--- src/sv/bglt_pkg.sv ---
// Shared types, constants and helpers for the bitmap glyph text layout unit.
`timescale 1ns / 1ps
package bglt_pkg;

    // Screen size used for clipping
    localparam int SCREEN_COLUMNS = 480;
    localparam int SCREEN_ROWS    = 272;

    // Glyph geometry
    localparam int GLYPH_SIZE   = 12;
    localparam int GLYPH_BITS   = GLYPH_SIZE * GLYPH_SIZE;
    localparam int ROW_CNT_W    = $clog2(GLYPH_SIZE);
    localparam logic [ROW_CNT_W-1:0] LAST_ROW_IDX = ROW_CNT_W'(GLYPH_SIZE - 1);

    // Cursor steps
    localparam logic [4:0] LINE_ADVANCE = 5'd13;
    localparam logic [4:0] HALF_ADVANCE = 5'd6;
    localparam logic [4:0] FULL_ADVANCE = 5'd12;

    // Special character codes
    localparam logic [15:0] CODE_END     = 16'd0;
    localparam logic [15:0] CODE_NEWLINE = 16'd10;

    // Half-width code ranges
    localparam logic [15:0] HALF_A_HI = 16'h00FF;
    localparam logic [15:0] HALF_B_LO = 16'hFF61;
    localparam logic [15:0] HALF_B_HI = 16'hFF9F;
    localparam logic [15:0] HALF_C_LO = 16'hFFE8;
    localparam logic [15:0] HALF_C_HI = 16'hFFEE;

    // Configuration register indexes (byte address = 4 * index)
    localparam int PADDR_W = 4;
    localparam logic [1:0] REG_ORIGIN_X   = 2'd0;
    localparam logic [1:0] REG_ORIGIN_Y   = 2'd1;
    localparam logic [1:0] REG_DRAW_COLOR = 2'd2;

    // Job queue between front and back
    localparam int QDEPTH = 2;
    localparam int QPTR_W = (QDEPTH > 1) ? $clog2(QDEPTH) : 1;
    localparam int QCNT_W = $clog2(QDEPTH + 1);

    // One glyph to draw
    typedef struct packed {
        logic signed [15:0]    cursor_x;
        logic signed [15:0]    cursor_y;
        logic [GLYPH_BITS-1:0] rows;
        logic [31:0]           color;
    } t_glyph_job;

    // Push side of the queue
    typedef struct packed {
        logic       valid;
        t_glyph_job job;
    } t_q_push;

    // Queue status
    typedef struct packed {
        logic              full;
        logic              empty;
        logic [QCNT_W-1:0] count;
    } t_q_stat;

    // Add a small step to a coordinate, clamping at the top of the range
    function automatic logic signed [15:0] sat_add(input logic signed [15:0] a,
                                                   input logic [4:0] b);
        logic signed [16:0] s;
        s = $signed({a[15], a}) + $signed({12'd0, b});
        return (s > 17'sd32767) ? 16'sh7FFF : s[15:0];
    endfunction

endpackage

--- src/sv/bglt_ifaces.sv ---
// Request channel interfaces: character input and row-write output.
`timescale 1ns / 1ps
interface bglt_in_if;
    logic        valid;
    logic        ready;
    logic [15:0] char_code;
    logic [47:0] glyph_rows_low;
    logic [47:0] glyph_rows_mid;
    logic [47:0] glyph_rows_high;

    modport source (output valid, char_code, glyph_rows_low, glyph_rows_mid,
                    glyph_rows_high, input ready);
    modport sink   (input valid, char_code, glyph_rows_low, glyph_rows_mid,
                    glyph_rows_high, output ready);
endinterface

interface bglt_out_if;
    logic               valid;
    logic               ready;
    logic signed [15:0] row_x;
    logic signed [15:0] row_y;
    logic [11:0]        write_mask;
    logic [31:0]        pixel_color;
    logic               last_row;

    modport source (output valid, row_x, row_y, write_mask, pixel_color, last_row,
                    input ready);
    modport sink   (input valid, row_x, row_y, write_mask, pixel_color, last_row,
                    output ready);
endinterface

--- src/sv/bitmap_glyph_text_layout_unit.sv ---
// Top level: configuration registers, front end, job queue and row writer.
//
//  channel   dir  handshake               payload
//  i_char    in   valid/ready             char_code, glyph_rows_low/mid/high
//  o_row     out  valid/ready             row_x, row_y, write_mask, pixel_color, last_row
//  apb       in   psel/penable/pwrite     paddr, pwdata -> prdata (pready tied high)
//
// A drawn character gives 12 row writes, one per cycle unless o_row stalls; the row
// writer takes the next queued glyph as it sends the last row of the one before.
// Newline and end-of-string requests only update the cursor state and give no output.
// A two-entry job queue lets characters be taken while rows are stalled.
// Reset is synchronous and active low; the cursor reloads the origin first.
`timescale 1ns / 1ps
module bitmap_glyph_text_layout_unit (
    input  logic                          i_clk,
    input  logic                          i_rst_n,
    bglt_in_if.sink                       i_char,
    bglt_out_if.source                    o_row,
    input  logic                          psel,
    input  logic                          penable,
    input  logic                          pwrite,
    input  logic [bglt_pkg::PADDR_W-1:0]  paddr,
    input  logic [31:0]                   pwdata,
    output logic [31:0]                   prdata,
    output logic                          pready
);
    import bglt_pkg::*;

    logic signed [15:0] r_origin_x, r_origin_y;
    logic [31:0]        r_draw_color;
    logic               w_wr;
    logic [1:0]         w_idx;

    t_q_push            w_push;
    t_q_stat            w_stat;
    t_glyph_job         w_head;
    logic               w_pop;

    // Configuration port
    assign pready = 1'b1;
    assign w_wr   = psel && penable && pwrite && pready;
    assign w_idx  = paddr[3:2];

    always_ff @(posedge i_clk) begin
        if (!i_rst_n) begin
            r_origin_x   <= '0;
            r_origin_y   <= '0;
            r_draw_color <= '0;
        end else if (w_wr) begin
            case (w_idx)
                REG_ORIGIN_X:   r_origin_x   <= pwdata[15:0];
                REG_ORIGIN_Y:   r_origin_y   <= pwdata[15:0];
                REG_DRAW_COLOR: r_draw_color <= pwdata;
                default: ;
            endcase
        end
    end

    // Register readback
    always_comb begin
        unique case (w_idx)
            REG_ORIGIN_X:   prdata = {{16{r_origin_x[15]}}, r_origin_x};
            REG_ORIGIN_Y:   prdata = {{16{r_origin_y[15]}}, r_origin_y};
            REG_DRAW_COLOR: prdata = r_draw_color;
            default:        prdata = '0;
        endcase
    end

    bglt_front u_front (
        .i_clk        (i_clk),
        .i_rst_n      (i_rst_n),
        .i_char       (i_char),
        .i_origin_x   (r_origin_x),
        .i_origin_y   (r_origin_y),
        .i_draw_color (r_draw_color),
        .i_q_stat     (w_stat),
        .o_q_push     (w_push)
    );

    bglt_queue u_queue (
        .i_clk   (i_clk),
        .i_rst_n (i_rst_n),
        .i_push  (w_push),
        .i_pop   (w_pop),
        .o_head  (w_head),
        .o_stat  (w_stat)
    );

    bglt_back u_back (
        .i_clk    (i_clk),
        .i_rst_n  (i_rst_n),
        .i_head   (w_head),
        .i_q_stat (w_stat),
        .o_pop    (w_pop),
        .o_row    (o_row)
    );

`ifndef SYNTHESIS
    // Any written pixel lies on a visible screen row
    a_mask_row_on: assert property (@(posedge i_clk) disable iff (!i_rst_n)
        (o_row.valid && o_row.write_mask != 12'd0) |->
        (o_row.row_y >= 16'sd0 && o_row.row_y < 16'(SCREEN_ROWS)))
        else $error("write mask set on an off-screen row");

    // First column written only when it is on screen
    a_mask_col_on: assert property (@(posedge i_clk) disable iff (!i_rst_n)
        (o_row.valid && o_row.write_mask[0]) |->
        (o_row.row_x >= 16'sd0 && o_row.row_x < 16'(SCREEN_COLUMNS)))
        else $error("first column written off screen");

    // Queue fill count stays within its depth
    a_q_bound: assert property (@(posedge i_clk) disable iff (!i_rst_n)
        w_stat.count <= QCNT_W'(QDEPTH))
        else $error("job queue overfilled");

    // A glyph request is never taken while the queue is full
    a_no_push_full: assert property (@(posedge i_clk) disable iff (!i_rst_n)
        w_stat.full |-> !w_push.valid)
        else $error("glyph pushed into a full queue");
`endif

endmodule

--- src/sv/bglt_front.sv ---
// Front end: accepts characters, tracks the cursor and queues glyph jobs.
`timescale 1ns / 1ps
module bglt_front (
    input  logic                     i_clk,
    input  logic                     i_rst_n,
    bglt_in_if.sink                  i_char,
    input  logic signed [15:0]       i_origin_x,
    input  logic signed [15:0]       i_origin_y,
    input  logic [31:0]              i_draw_color,
    input  bglt_pkg::t_q_stat        i_q_stat,
    output bglt_pkg::t_q_push        o_q_push
);
    import bglt_pkg::*;

    logic signed [15:0] r_cursor_x, n_cursor_x;
    logic signed [15:0] r_cursor_y, n_cursor_y;
    logic               r_at_start, n_at_start;
    logic signed [15:0] w_eff_x, w_eff_y;
    logic               w_accept, w_is_end, w_is_nl, w_half;
    logic [15:0]        w_code;

    assign w_code   = i_char.char_code;
    assign w_is_end = (w_code == CODE_END);
    assign w_is_nl  = (w_code == CODE_NEWLINE);
    assign w_half   = (w_code <= HALF_A_HI) ||
                      (w_code >= HALF_B_LO && w_code <= HALF_B_HI) ||
                      (w_code >= HALF_C_LO && w_code <= HALF_C_HI);

    // Stall only when the job queue has no room
    assign i_char.ready = !i_q_stat.full;
    assign w_accept     = i_char.valid && i_char.ready;

    // Cursor as seen by this request (string start reloads the origin)
    assign w_eff_x = r_at_start ? i_origin_x : r_cursor_x;
    assign w_eff_y = r_at_start ? i_origin_y : r_cursor_y;

    // Classify and update the cursor
    always_comb begin
        n_cursor_x = r_cursor_x;
        n_cursor_y = r_cursor_y;
        n_at_start = r_at_start;
        if (w_accept) begin
            n_at_start = 1'b0;
            n_cursor_x = w_eff_x;
            n_cursor_y = w_eff_y;
            if (w_is_end) begin
                n_at_start = 1'b1;
            end else if (w_is_nl) begin
                n_cursor_x = i_origin_x;
                n_cursor_y = sat_add(w_eff_y, LINE_ADVANCE);
            end else begin
                n_cursor_x = sat_add(w_eff_x, w_half ? HALF_ADVANCE : FULL_ADVANCE);
            end
        end
    end

    always_ff @(posedge i_clk) begin
        if (!i_rst_n) begin
            r_cursor_x <= '0;
            r_cursor_y <= '0;
            r_at_start <= 1'b1;
        end else begin
            r_cursor_x <= n_cursor_x;
            r_cursor_y <= n_cursor_y;
            r_at_start <= n_at_start;
        end
    end

    // Glyph job toward the back end
    assign o_q_push.valid        = w_accept && !w_is_end && !w_is_nl;
    assign o_q_push.job.cursor_x = w_eff_x;
    assign o_q_push.job.cursor_y = w_eff_y;
    assign o_q_push.job.rows     = {i_char.glyph_rows_high, i_char.glyph_rows_mid,
                                    i_char.glyph_rows_low};
    assign o_q_push.job.color    = i_draw_color;

endmodule

--- src/sv/bglt_queue.sv ---
// Short job queue between the front end and the row writer.
`timescale 1ns / 1ps
module bglt_queue (
    input  logic                  i_clk,
    input  logic                  i_rst_n,
    input  bglt_pkg::t_q_push     i_push,
    input  logic                  i_pop,
    output bglt_pkg::t_glyph_job  o_head,
    output bglt_pkg::t_q_stat     o_stat
);
    import bglt_pkg::*;

    t_glyph_job          r_mem [QDEPTH];
    logic [QPTR_W-1:0]   r_wp, r_rp;
    logic [QCNT_W-1:0]   r_cnt;
    logic                w_do_push, w_do_pop;

    assign o_stat.full  = (r_cnt == QCNT_W'(QDEPTH));
    assign o_stat.empty = (r_cnt == '0);
    assign o_stat.count = r_cnt;
    assign o_head       = r_mem[r_rp];

    assign w_do_push = i_push.valid && !o_stat.full;
    assign w_do_pop  = i_pop && !o_stat.empty;

    // Storage
    always_ff @(posedge i_clk) begin
        if (w_do_push) begin
            r_mem[r_wp] <= i_push.job;
        end
    end

    // Pointers and fill count
    always_ff @(posedge i_clk) begin
        if (!i_rst_n) begin
            r_wp  <= '0;
            r_rp  <= '0;
            r_cnt <= '0;
        end else begin
            if (w_do_push) begin
                r_wp <= (r_wp == QPTR_W'(QDEPTH - 1)) ? '0 : r_wp + 1'b1;
            end
            if (w_do_pop) begin
                r_rp <= (r_rp == QPTR_W'(QDEPTH - 1)) ? '0 : r_rp + 1'b1;
            end
            if (w_do_push && !w_do_pop) begin
                r_cnt <= r_cnt + 1'b1;
            end else if (w_do_pop && !w_do_push) begin
                r_cnt <= r_cnt - 1'b1;
            end
        end
    end

endmodule

--- src/sv/bglt_back.sv ---
// Back end: walks a glyph's twelve rows, clips them and drives the output register.
`timescale 1ns / 1ps
module bglt_back (
    input  logic                  i_clk,
    input  logic                  i_rst_n,
    input  bglt_pkg::t_glyph_job  i_head,
    input  bglt_pkg::t_q_stat     i_q_stat,
    output logic                  o_pop,
    bglt_out_if.source            o_row
);
    import bglt_pkg::*;

    logic                  r_busy;
    logic [ROW_CNT_W-1:0]  r_row;
    logic signed [15:0]    r_cx, r_cy;
    logic [GLYPH_BITS-1:0] r_rows;
    logic [31:0]           r_color;

    logic                  r_ov;
    logic signed [15:0]    r_ox, r_oy;
    logic [11:0]           r_omask;
    logic [31:0]           r_ocolor;
    logic                  r_olast;

    logic                  w_adv, w_load;
    logic signed [15:0]    w_y;
    logic                  w_row_on;
    logic [11:0]           w_col_on;
    logic signed [16:0]    w_x;

    // Step one row when the output slot frees up
    assign w_adv  = r_busy && (!r_ov || o_row.ready);
    assign w_load = !r_busy || (w_adv && r_row == LAST_ROW_IDX);
    assign o_pop  = w_load && !i_q_stat.empty;

    // Row position and vertical clip
    assign w_y      = sat_add(r_cy, {{(5 - ROW_CNT_W){1'b0}}, r_row});
    assign w_row_on = !w_y[15] && (w_y < 16'(SCREEN_ROWS));

    // Horizontal clip per column
    always_comb begin
        w_col_on = '0;
        w_x      = '0;
        for (int k = 0; k < GLYPH_SIZE; k++) begin
            w_x         = $signed({r_cx[15], r_cx}) + $signed(17'(k));
            w_col_on[k] = !w_x[16] && (w_x[15:0] < 16'(SCREEN_COLUMNS));
        end
    end

    // Control
    always_ff @(posedge i_clk) begin
        if (!i_rst_n) begin
            r_busy <= 1'b0;
            r_row  <= '0;
            r_ov   <= 1'b0;
        end else begin
            if (w_adv) begin
                r_ov  <= 1'b1;
                r_row <= r_row + 1'b1;
            end else if (o_row.ready) begin
                r_ov <= 1'b0;
            end
            if (o_pop) begin
                r_busy <= 1'b1;
                r_row  <= '0;
            end else if (w_load) begin
                r_busy <= 1'b0;
            end
        end
    end

    // Job and output payload
    always_ff @(posedge i_clk) begin
        if (w_adv) begin
            r_ox     <= r_cx;
            r_oy     <= w_y;
            r_omask  <= w_row_on ? (r_rows[11:0] & w_col_on) : '0;
            r_ocolor <= r_color;
            r_olast  <= (r_row == LAST_ROW_IDX);
            r_rows   <= r_rows >> GLYPH_SIZE;
        end
        if (o_pop) begin
            r_cx    <= i_head.cursor_x;
            r_cy    <= i_head.cursor_y;
            r_rows  <= i_head.rows;
            r_color <= i_head.color;
        end
    end

    assign o_row.valid       = r_ov;
    assign o_row.row_x       = r_ox;
    assign o_row.row_y       = r_oy;
    assign o_row.write_mask  = r_omask;
    assign o_row.pixel_color = r_ocolor;
    assign o_row.last_row    = r_olast;

endmodule

--- src/flat_wrapper.sv ---
// flat-port wrapper written by rule: the top's interface ports become plain ports
module bitmap_glyph_text_layout_unit_flat import bglt_pkg::*;
  (i_clk, i_rst_n, psel, penable, pwrite, paddr, pwdata, prdata, pready, i_char_valid, i_char_char_code, i_char_glyph_rows_low, i_char_glyph_rows_mid, i_char_glyph_rows_high, i_char_ready, o_row_valid, o_row_row_x, o_row_row_y, o_row_write_mask, o_row_pixel_color, o_row_last_row, o_row_ready);
  bglt_in_if i_char_i ();
  bglt_out_if o_row_i ();
  input  logic i_clk;
  input  logic i_rst_n;
  input  logic psel;
  input  logic penable;
  input  logic pwrite;
  input  logic [bglt_pkg::PADDR_W-1:0] paddr;
  input  logic [31:0] pwdata;
  output logic [31:0] prdata;
  output logic pready;
  input wire logic [$bits(i_char_i.valid)-1:0] i_char_valid;
  input wire logic [$bits(i_char_i.char_code)-1:0] i_char_char_code;
  input wire logic [$bits(i_char_i.glyph_rows_low)-1:0] i_char_glyph_rows_low;
  input wire logic [$bits(i_char_i.glyph_rows_mid)-1:0] i_char_glyph_rows_mid;
  input wire logic [$bits(i_char_i.glyph_rows_high)-1:0] i_char_glyph_rows_high;
  output wire logic [$bits(i_char_i.ready)-1:0] i_char_ready;
  output wire logic [$bits(o_row_i.valid)-1:0] o_row_valid;
  output wire logic [$bits(o_row_i.row_x)-1:0] o_row_row_x;
  output wire logic [$bits(o_row_i.row_y)-1:0] o_row_row_y;
  output wire logic [$bits(o_row_i.write_mask)-1:0] o_row_write_mask;
  output wire logic [$bits(o_row_i.pixel_color)-1:0] o_row_pixel_color;
  output wire logic [$bits(o_row_i.last_row)-1:0] o_row_last_row;
  input wire logic [$bits(o_row_i.ready)-1:0] o_row_ready;
  assign i_char_i.valid = i_char_valid;
  assign i_char_i.char_code = i_char_char_code;
  assign i_char_i.glyph_rows_low = i_char_glyph_rows_low;
  assign i_char_i.glyph_rows_mid = i_char_glyph_rows_mid;
  assign i_char_i.glyph_rows_high = i_char_glyph_rows_high;
  assign i_char_ready = i_char_i.ready;
  assign o_row_valid = o_row_i.valid;
  assign o_row_row_x = o_row_i.row_x;
  assign o_row_row_y = o_row_i.row_y;
  assign o_row_write_mask = o_row_i.write_mask;
  assign o_row_pixel_color = o_row_i.pixel_color;
  assign o_row_last_row = o_row_i.last_row;
  assign o_row_i.ready = o_row_ready;
  bitmap_glyph_text_layout_unit u_core (.i_clk(i_clk), .i_rst_n(i_rst_n), .i_char(i_char_i), .o_row(o_row_i), .psel(psel), .penable(penable), .pwrite(pwrite), .paddr(paddr), .pwdata(pwdata), .prdata(prdata), .pready(pready));
endmodule
--- config.mk ---
export PLATFORM = sky130hd
export DESIGN_NAME = bitmap_glyph_text_layout_unit_flat
export DESIGN_NICKNAME = d
export VERILOG_FILES = /design/src/sv/bglt_pkg.sv /design/src/sv/bglt_ifaces.sv /design/src/sv/bitmap_glyph_text_layout_unit.sv /design/src/sv/bglt_front.sv /design/src/sv/bglt_queue.sv /design/src/sv/bglt_back.sv /design/src/flat_wrapper.sv
export SDC_FILE = /design/constraint.sdc
export NUM_CORES = 1
export LEC_CHECK = 0
export BUFFER_PORTS_ARGS = -buffer_cell sky130_fd_sc_hd__buf_2
export CAP_MARGIN = 15
export CELL_PAD_IN_SITES_DETAIL_PLACEMENT = 1
export CELL_PAD_IN_SITES_GLOBAL_PLACEMENT = 1
export CORE_MARGIN = 4
export CORE_UTILIZATION = 25
export CTS_BUF_LIST = sky130_fd_sc_hd__clkbuf_4
export DETAILED_ROUTE_END_ITERATION = 8
export PLACE_DENSITY = 0.49
export SKIP_CTS_REPAIR_TIMING = 1
export SLEW_MARGIN = 20
export SYNTH_ARGS = -nofsm -noshare
export SYNTH_HDL_FRONTEND = slang
export SYNTH_HIERARCHICAL = 1
export SYNTH_SLANG_ARGS = --single-unit
--- constraint.sdc ---
create_clock -name i_clk -period 34.7 [get_ports i_clk]
set_clock_uncertainty 0.1 [all_clocks]
set_input_delay 6.94 -clock i_clk [delete_from_list [all_inputs] [get_ports i_clk]]
set_output_delay 6.94 -clock i_clk [all_outputs]
set_load 0.05 [all_outputs]
==> results of run 1 <==
-- worst min path at each step --
stage | from | end | cells past startpoint
floorplan | u_core/u_back/r_color[0]$_DFFE_PP_ | u_core/u_back/o_row.pixel_color[0]$_DFFE_PP_ | 0
global placement | u_core/u_back/r_color[23]$_DFFE_PP_ | u_core/u_back/o_row.pixel_color[23]$_DFFE_PP_ | 0
detailed placement | u_core/u_back/r_color[22]$_DFFE_PP_ | u_core/u_back/o_row.pixel_color[22]$_DFFE_PP_ | 0
CTS | u_core/u_back/r_color[17]$_DFFE_PP_ | u_core/u_back/o_row.pixel_color[17]$_DFFE_PP_ | 0
global route | u_core/u_back/r_color[3]$_DFFE_PP_ | u_core/u_back/o_row.pixel_color[3]$_DFFE_PP_ | 0
finish | u_core/u_back/r_color[17]$_DFFE_PP_ | u_core/u_back/o_row.pixel_color[17]$_DFFE_PP_ | 0
-- stage by stage --
stage                     area [um2]  setup WS [ns]  instances
after floorplan                35600          18.16       2413
after global placement         37800          18.58       4347
after detailed placement       37800          18.90       4347
after CTS                      40600          18.90       4738
after global routing           40600          18.81       4747
final                          40600          18.98       4753
-- worst max-delay path: cells and delay by family --
| kind | cells | cell delay, ns |
|---|---|---|
| AO/OA/AOI/OAI | 1 | 0.18 |
| buffers and inverters | 2 | 0.72 |
| AND/OR/NAND/NOR | 2 | 0.83 |
-- layout by cell type (no fill, tap or decap), types with 6 or more instances in the layout --
cell,n
nor2_1,73
and3_1,12
nand4_1,11
buf_2,310
nand2b_1,9
clkbuf_4,336
o21ai_0,61
inv_1,27
ha_1,11
mux2i_1,93
nor2b_1,12
xnor2_1,27
o2111ai_1,6
nor3_1,27
a211oi_1,9
a31oi_1,21
nor4_2,8
edfxtp_1,701
clkinv_1,36
a21o_1,8
nand3_1,57
nand2_1,218
mux2_2,252
a21oi_1,69
mux2_4,113
o211ai_1,8
xor2_1,14
and2_1,19
inv_6,6
dfxtp_1,106
buf_4,28
nor4_1,8
diode_2,13
o221ai_1,16
-- power groups by stage --
stage / registers, W / logic, W / clock network, W
final: 0.00154 / 0.000857 / 0.000847
after detailed placement: 0.00157 / 0.000874 / 0
after global placement: 0.00156 / 0.000864 / 0
after CTS: 0.00155 / 0.000880 / 0.000901
after global routing: 0.00157 / 0.000935 / 0.000955
after floorplan: 0.00161 / 0.000582 / 0
-- registers in the layout (all words and copies together), names as in the netlist, 2 cells and up, named ones only --
name	cells
u_core/u_back/r_cx	16
u_core/u_queue/r_mem	416
u_core/u_front/r_cursor_y	16
u_core/r_origin_x	16
u_core/u_back/r_color	32
u_core/u_front/r_cursor_x	16
u_core/r_origin_y	16
u_core/u_back/r_cy	16
u_core/u_back/r_row	4
u_core/u_back/o_row.row_x	16
u_core/u_back/o_row.row_y	16
u_core/u_back/r_rows	144
u_core/r_draw_color	32
u_core/u_queue/r_cnt	2
u_core/u_back/o_row.write_mask	12
u_core/u_back/o_row.pixel_color	32
-- metal layers --
| layer | vias up | global-route usage, % | wire length [um] |
|---|---|---|---|
| met5 | - | 0 | 30 |
| met4 | 4 | 4.13 | 1530 |
| met3 | 160 | 3.71 | 5380 |
| met2 | 536 | 21.4 | 47200 |
| met1 | 10331 | 15.0 | 39100 |
| li1 | 9560 | - | - |
-- cells by family after synthesis --
group | Yosys count | share of synthesized area [%]
buf+inv | 325 | 6.01
fa+ha+maj | 12 | 0.443
compound gates | 258 | 4.68
xor+xnor | 41 | 1.01
simple gates | 507 | 7.12
flops | 809 | 65.3
other cells | 1 | 0.0105
mux | 460 | 15.4
-- cell type report --
| cell class | instances | area share (%) |
|---|---|---|
| Sequential cell | 809 | 57.1 |
| Multi-Input combinational cell | 1279 | 25.2 |
| Clock buffer | 336 | 6.21 |
| Tap cell | 1890 | 5.82 |
| Timing Repair Buffer | 343 | 4.58 |
| Clock inverter | 55 | 0.702 |
| Inverter | 28 | 0.259 |
| Antenna cell | 13 | 0.0800 |
-- synthesized netlist by cell type, types with 24 or more instances --
library cell and instances:
edfxtp_1 701, mux2_2 252, nand2_1 218, buf_4 183, mux2_4 113, dfxtp_1 108, mux2i_1 93, nor2_1 73
a21oi_1 70, clkbuf_1 61, o21ai_0 61, nand3_1 57, inv_1 27, nor3_1 27, xnor2_1 27, buf_6 24
==> impl_results.md, run 1 <==
- Final Core Density: 28.7%
- Initial DRC count: 1,055
- Synthesized cell area: 35,600 um2
- Post-synth EDFFs: 701
- Core footprint: 141,000 um2
- Pre-antenna DRT Iters: 5
- Internal power: 0.00221 W
- CP max FO: 21
- Routed via count: 20,591
- I/O pins: 315
- Multi-input logic area: 10,300 um2
- First-pass GRT wire length: 140 mm
- TritonCTS clock tree: yes
- Worst hold-check path type: flip-flop to flip-flop
- Worst slew pin tran: 1.05 ns
- Tot Pwr: 0.00325 W
- Crit path top cell by count: buf_2
- Largest net degree at the start of global routing: 148
- Pwr Density: 79.9 nW/um2
- Worst r2r src: u_core/u_queue/r_cnt[0]$_SDFFE_PN0P_
- Hold Slack: 0.312 ns
- Main synth FF type: edfxtp_1
- CP max stage delay: 0.72 ns
- Initial antenna violation count: 25
- Fin. max-slew vios: 0
- Nature of the critical path startpoint: input pin
- Clock power share: 26.1%
- Initial Utilization: 25.1%
- Max VDD drop: 43.7 uV
- RSZ-0062 raised after global routing: no
- Critical-path top delay cell: nor2b_2
- Rows: 138
- Synth top area share: 59.2%
- Period minus WS final: 15.72 ns
- WP data required: 27.66 ns
- Wire per inst: 19.6 um
- Die width: 385 um
- Layout Nets: 2,898
- Crit-path cells: buf_2, nor2b_2, nand2_1, o21ai_0, buf_2
- Drt total wl: 93.3 mm
- Final Cycle Share: 45.3%
- GRT overflow: 0
- Antenna viol nets, final: 0
- Synth-to-Final Area Change: 14.3%
- Number of global-route vias before repair: 22,533
- Synth Net Count: 2,628
- DRC: 0
- Synth cell types: 100
- Slew Limit Headroom: 30.0%
- GR Util All Layers: 12.5%
- Filler cell count: 15,312
- Leakage: 14.4 nW
- Worst setup path end: prdata[7]
- Register area share after synthesis: 65.3%
- Die area: 148,000 um2
- Critical Path Sink Type: primary output
- Cell taking the most area after synthesis: edfxtp_1
- Area contributors post-synth: edfxtp_1 (59%), mux2_2 (8.0%), dfxtp_1 (6.1%)
- Inserted Clock Buffers: 222
- Layout cell share with drive strength beyond 1: 38.9%
- Switching Share: 32.0%
- Post-synthesis async set-or-reset flop share: 0%
- Switching Power: 0.00104 W
- Total number of H-tree levels: 4
- Crit path DAT: 8.68 ns
- Crit path kind: input pin to primary output
- Final GP Congestion: 0.797
- Chip Height: 385 um
- Clock Path Buffers: 3
- Root buf cell: clkbuf_4
- Reg power frac: 47.5%
- Skew-Pair Late Insertion Delay: 1.12 ns
- Post-DP HPWL: 59.6 mm
- Comb pwr share: 26.4%
- Yosys reg bits: 809
- Mapped Cells: 2,413
- Warnings, synthesis: 6
- Clock Pin Slew Worst Setup and Hold Paths: 0.06 ns
- Final setup vio count: 0
- R2R depth: 11
- Reg2reg setup slack: 29.77 ns
- CP Launch Point: paddr[2]
- Final hold vios: 0
- Max Fclk: 63.6 MHz
- Register area: 23,200 um2
- CTS sink count: 809
- FF-to-FF End: u_core/u_queue/r_mem[0][112]$_DFFE_PP_
- Status: finished, final reports clean
- PortBufs: 311
- Setup tns final: 0 ns
- Mean Syn Cell Area: 14.7 um2
- Max-Cap Viols: 0
- Vias per inst: 4.33
(Power assumes the default switching activity.)
==> run 2: changes to the inputs <==
--- a/config.mk
+++ b/config.mk
@@ -5,6 +5,7 @@
 export SDC_FILE = /design/constraint.sdc
 export NUM_CORES = 1
 export LEC_CHECK = 0
+export ABC_AREA = 1
 export BUFFER_PORTS_ARGS = -buffer_cell sky130_fd_sc_hd__buf_2
 export CAP_MARGIN = 15
 export CELL_PAD_IN_SITES_DETAIL_PLACEMENT = 1
@@ -13,7 +14,7 @@
 export CORE_UTILIZATION = 25
 export CTS_BUF_LIST = sky130_fd_sc_hd__clkbuf_4
 export DETAILED_ROUTE_END_ITERATION = 8
-export PLACE_DENSITY = 0.49
+export PLACE_DENSITY = 0.5
 export SKIP_CTS_REPAIR_TIMING = 1
 export SLEW_MARGIN = 20
 export SYNTH_ARGS = -nofsm -noshare
==> constraint.sdc (replaced) <==
create_clock -name i_clk -period 16.35 [get_ports i_clk]
set_clock_uncertainty 0.1 [all_clocks]
set_input_delay 3.27 -clock i_clk [delete_from_list [all_inputs] [get_ports i_clk]]
set_output_delay 3.27 -clock i_clk [all_outputs]
set_load 0.05 [all_outputs]
==> run 2 against run 1 <==
Design area increased by 2.6%; combinational power rose by 150%; area after synthesis rose by 2.6%; largest cell class unchanged; sequential power rose by 120%; largest power group unchanged.
==> impl_results.md, run 2 <==
- Crit path kind: input pin to primary output
- Total number of H-tree levels: 4
- Main synth FF type: edfxtp_1
- Biggest register: u_core/u_queue/r_mem
- Inserted Clock Buffers: 227
- First-pass GRT wire length: 153 mm
- Tot Pwr: 0.00735 W
- Largest net degree at the start of global routing: 146
- Filler cell count: 16,282
- Commonest non-fill, non-tap cell in the layout: nand2_1
- Final setup vio count: 0
- Pre-antenna DRT Iters: 5
- RSZ-0062 raised after global routing: no
- Synth-to-Final Area Change: 14.3%
- Status: finished, final reports clean
- Synth cell types: 57
- Synthesized cell area: 36,500 um2
- Top-count cell post-synth: nand2_1
- Final instance area: 41,700 um2
- Rows: 139
- Layout cell share with drive strength beyond 1: 28.8%
- WP data required: 12.98 ns
- Warnings, synthesis: 6
- Initial Utilization: 25.3%
- Synth Net Count: 3,420
- Post-DP HPWL: 65.3 mm
- Compound-Gate Fraction of Synth Area: 3.47%
- Root buf cell: clkbuf_4
- Core footprint: 144,000 um2
- Multi-input logic area: 10,500 um2
- Yosys reg bits: 809
- Post-synth EDFFs: 701
- R2R depth: 10
- GR Util All Layers: 13.2%
- Worst hold-check path type: flip-flop to flip-flop
- Clock Pin Slew Worst Setup and Hold Paths: 0.07 ns
- Final GP Congestion: 0.841
- Final Cycle Share: 51.6%
- Vias per inst: 4.24
- Wire per inst: 18.2 um
- Reg2reg setup slack: 11.77 ns
- Max reg flops: 416
- TritonCTS clock tree: yes
- List of most frequent post-synthesis cells: nand2_1 (840), edfxtp_1 (701), nor2_1 (275), inv_1 (186), buf_4 (181)
- Xor/xnor cell area share of the yosys netlist: 0.720%
- Most frequent cells in the layout: nand2_1 (839), edfxtp_1 (701), clkbuf_4 (352)
- Area contributors post-synth: edfxtp_1 (58%), nand2_1 (8.6%), dfxtp_1 (5.9%)
- Post-synthesis async set-or-reset flop share: 0%
- Period minus WS final: 8.44 ns
- Cell taking the most area after synthesis: edfxtp_1
- Post-synthesis mux area share: 7.46%
- Initial DRC count: 1,166
- Final hold vios: 0
- Max-Cap Viols: 0
- Worst setup path end: prdata[8]
- Top Registers: u_core/u_queue/r_mem x416, u_core/u_back/r_rows x144
- Fin. max-slew vios: 0
- Register area share after synthesis: 63.6%
- Mean Syn Cell Area: 11.4 um2
- Number of global-route vias before repair: 25,013
- Clock Path Buffers: 3
- I/O pins: 315
- Register area: 23,200 um2
- Mapped Cells: 3,205
- Initial antenna violation count: 7
- Chip Height: 390 um
- Nature of the critical path startpoint: input pin
- Antenna viol nets, final: 0
- Crit path DAT: 5.07 ns
- Synth top area share: 57.7%
- Max Fclk: 118 MHz
- Setup tns final: 0 ns
- CP Launch Point: paddr[3]
- GRT overflow: 0
- Worst slew pin tran: 1.31 ns
- CP max FO: 37
- Leakage: 16.4 nW
- Die width: 390 um
- CTS sink count: 809
- DRC: 0
- Drt total wl: 101 mm
- Largest family of logic cells by synthesized area: simple AND/OR/NAND/NOR gates
- Dpl cell area: 38,700 um2
- Skew-Pair Late Insertion Delay: 1.17 ns
- Post-Synth Adder-Cell Area: 0.432%
- Pwr Density: 176 nW/um2
- PortBufs: 311
- Die area: 152,000 um2
- Critical Path Sink Type: primary output
- Synth Area in Simple Gates: 16.5%
- Routed via count: 23,634
- Worst r2r src: u_core/u_queue/r_cnt[0]$_SDFFE_PN0P_
- FF-to-FF End: u_core/u_queue/r_mem[1][119]$_DFFE_PP_
- Slew Limit Headroom: 12.7%
- Max VDD drop: 101 uV
- Layout Nets: 3,687
-- run 2: cells by family after synthesis --
group,count (synthesis)
flops,809
simple gates,1418
compound gates,211
fa+ha+maj,12
xor+xnor,30
buf+inv,516
other cells,1
mux,208
-- run 2: power breakdown --
part	internal, W	switching (W)	leakage, nW
clock	0.000999	0.000893	1.78
sequential	0.00308	0.000254	7.53
combinational	0.000636	0.00149	7.09
-- run 2: cell type report --
class,instances,area share [%]
antenna,10,0.0600
clock buffer,352,6.33
clock inverter,61,0.861
inverter,218,2.00
multi-input combinational,1880,25.1
sequential,809,55.6
tap,1903,5.71
timing repair buffer,336,4.28
-- run 2: worst min-delay path by stage --
stage,startpoint,to,slack (ns),depth (start not counted)
floorplan,u_core/u_back/r_color[0]$_DFFE_PP_,u_core/u_back/o_row.pixel_color[0]$_DFFE_PP_,0.30,0
global placement,u_core/u_back/r_color[17]$_DFFE_PP_,u_core/u_back/o_row.pixel_color[17]$_DFFE_PP_,0.30,0
detailed placement,u_core/u_back/r_color[0]$_DFFE_PP_,u_core/u_back/o_row.pixel_color[0]$_DFFE_PP_,0.31,0
CTS,u_core/u_back/r_color[14]$_DFFE_PP_,u_core/u_back/o_row.pixel_color[14]$_DFFE_PP_,0.31,0
global route,u_core/u_back/r_color[28]$_DFFE_PP_,u_core/u_back/o_row.pixel_color[28]$_DFFE_PP_,0.33,0
finish,u_core/u_back/r_color[14]$_DFFE_PP_,u_core/u_back/o_row.pixel_color[14]$_DFFE_PP_,0.30,0
-- run 2: critical path: stages --
cell and delay [ns]:
buf_2 0.13, inv_2 0.06, nor2_4 0.47, buf_4 0.51
nand2_1 0.11, nand3_1 0.17, buf_2 0.30
-- run 2: metrics by stage --
| step | instances | hold WS [ns] | util [%] | setup WS [ns] |
|---|---|---|---|---|
| floorplan | 3205 | 0.300 | - | 2.81 |
| global placement | 5146 | 0.302 | 26.8 | 7.89 |
| detailed placement | 5146 | 0.305 | 26.8 | 7.89 |
| CTS | 5559 | 0.310 | 28.9 | 7.87 |
| global route | 5565 | 0.327 | 28.9 | 7.74 |
| finish | 5569 | 0.301 | 28.9 | 7.91 |
-- run 2: layer usage --
layer | global-route usage, % | vias to the layer above | part of all wire, %
met3 | 3.61 | 172 | 4.9
li1 | - | 11438 | -
met4 | 4.60 | 6 | 2.5
met5 | 0 | - | 0.037
met1 | 16.0 | 11552 | 43
met2 | 22.4 | 466 | 49
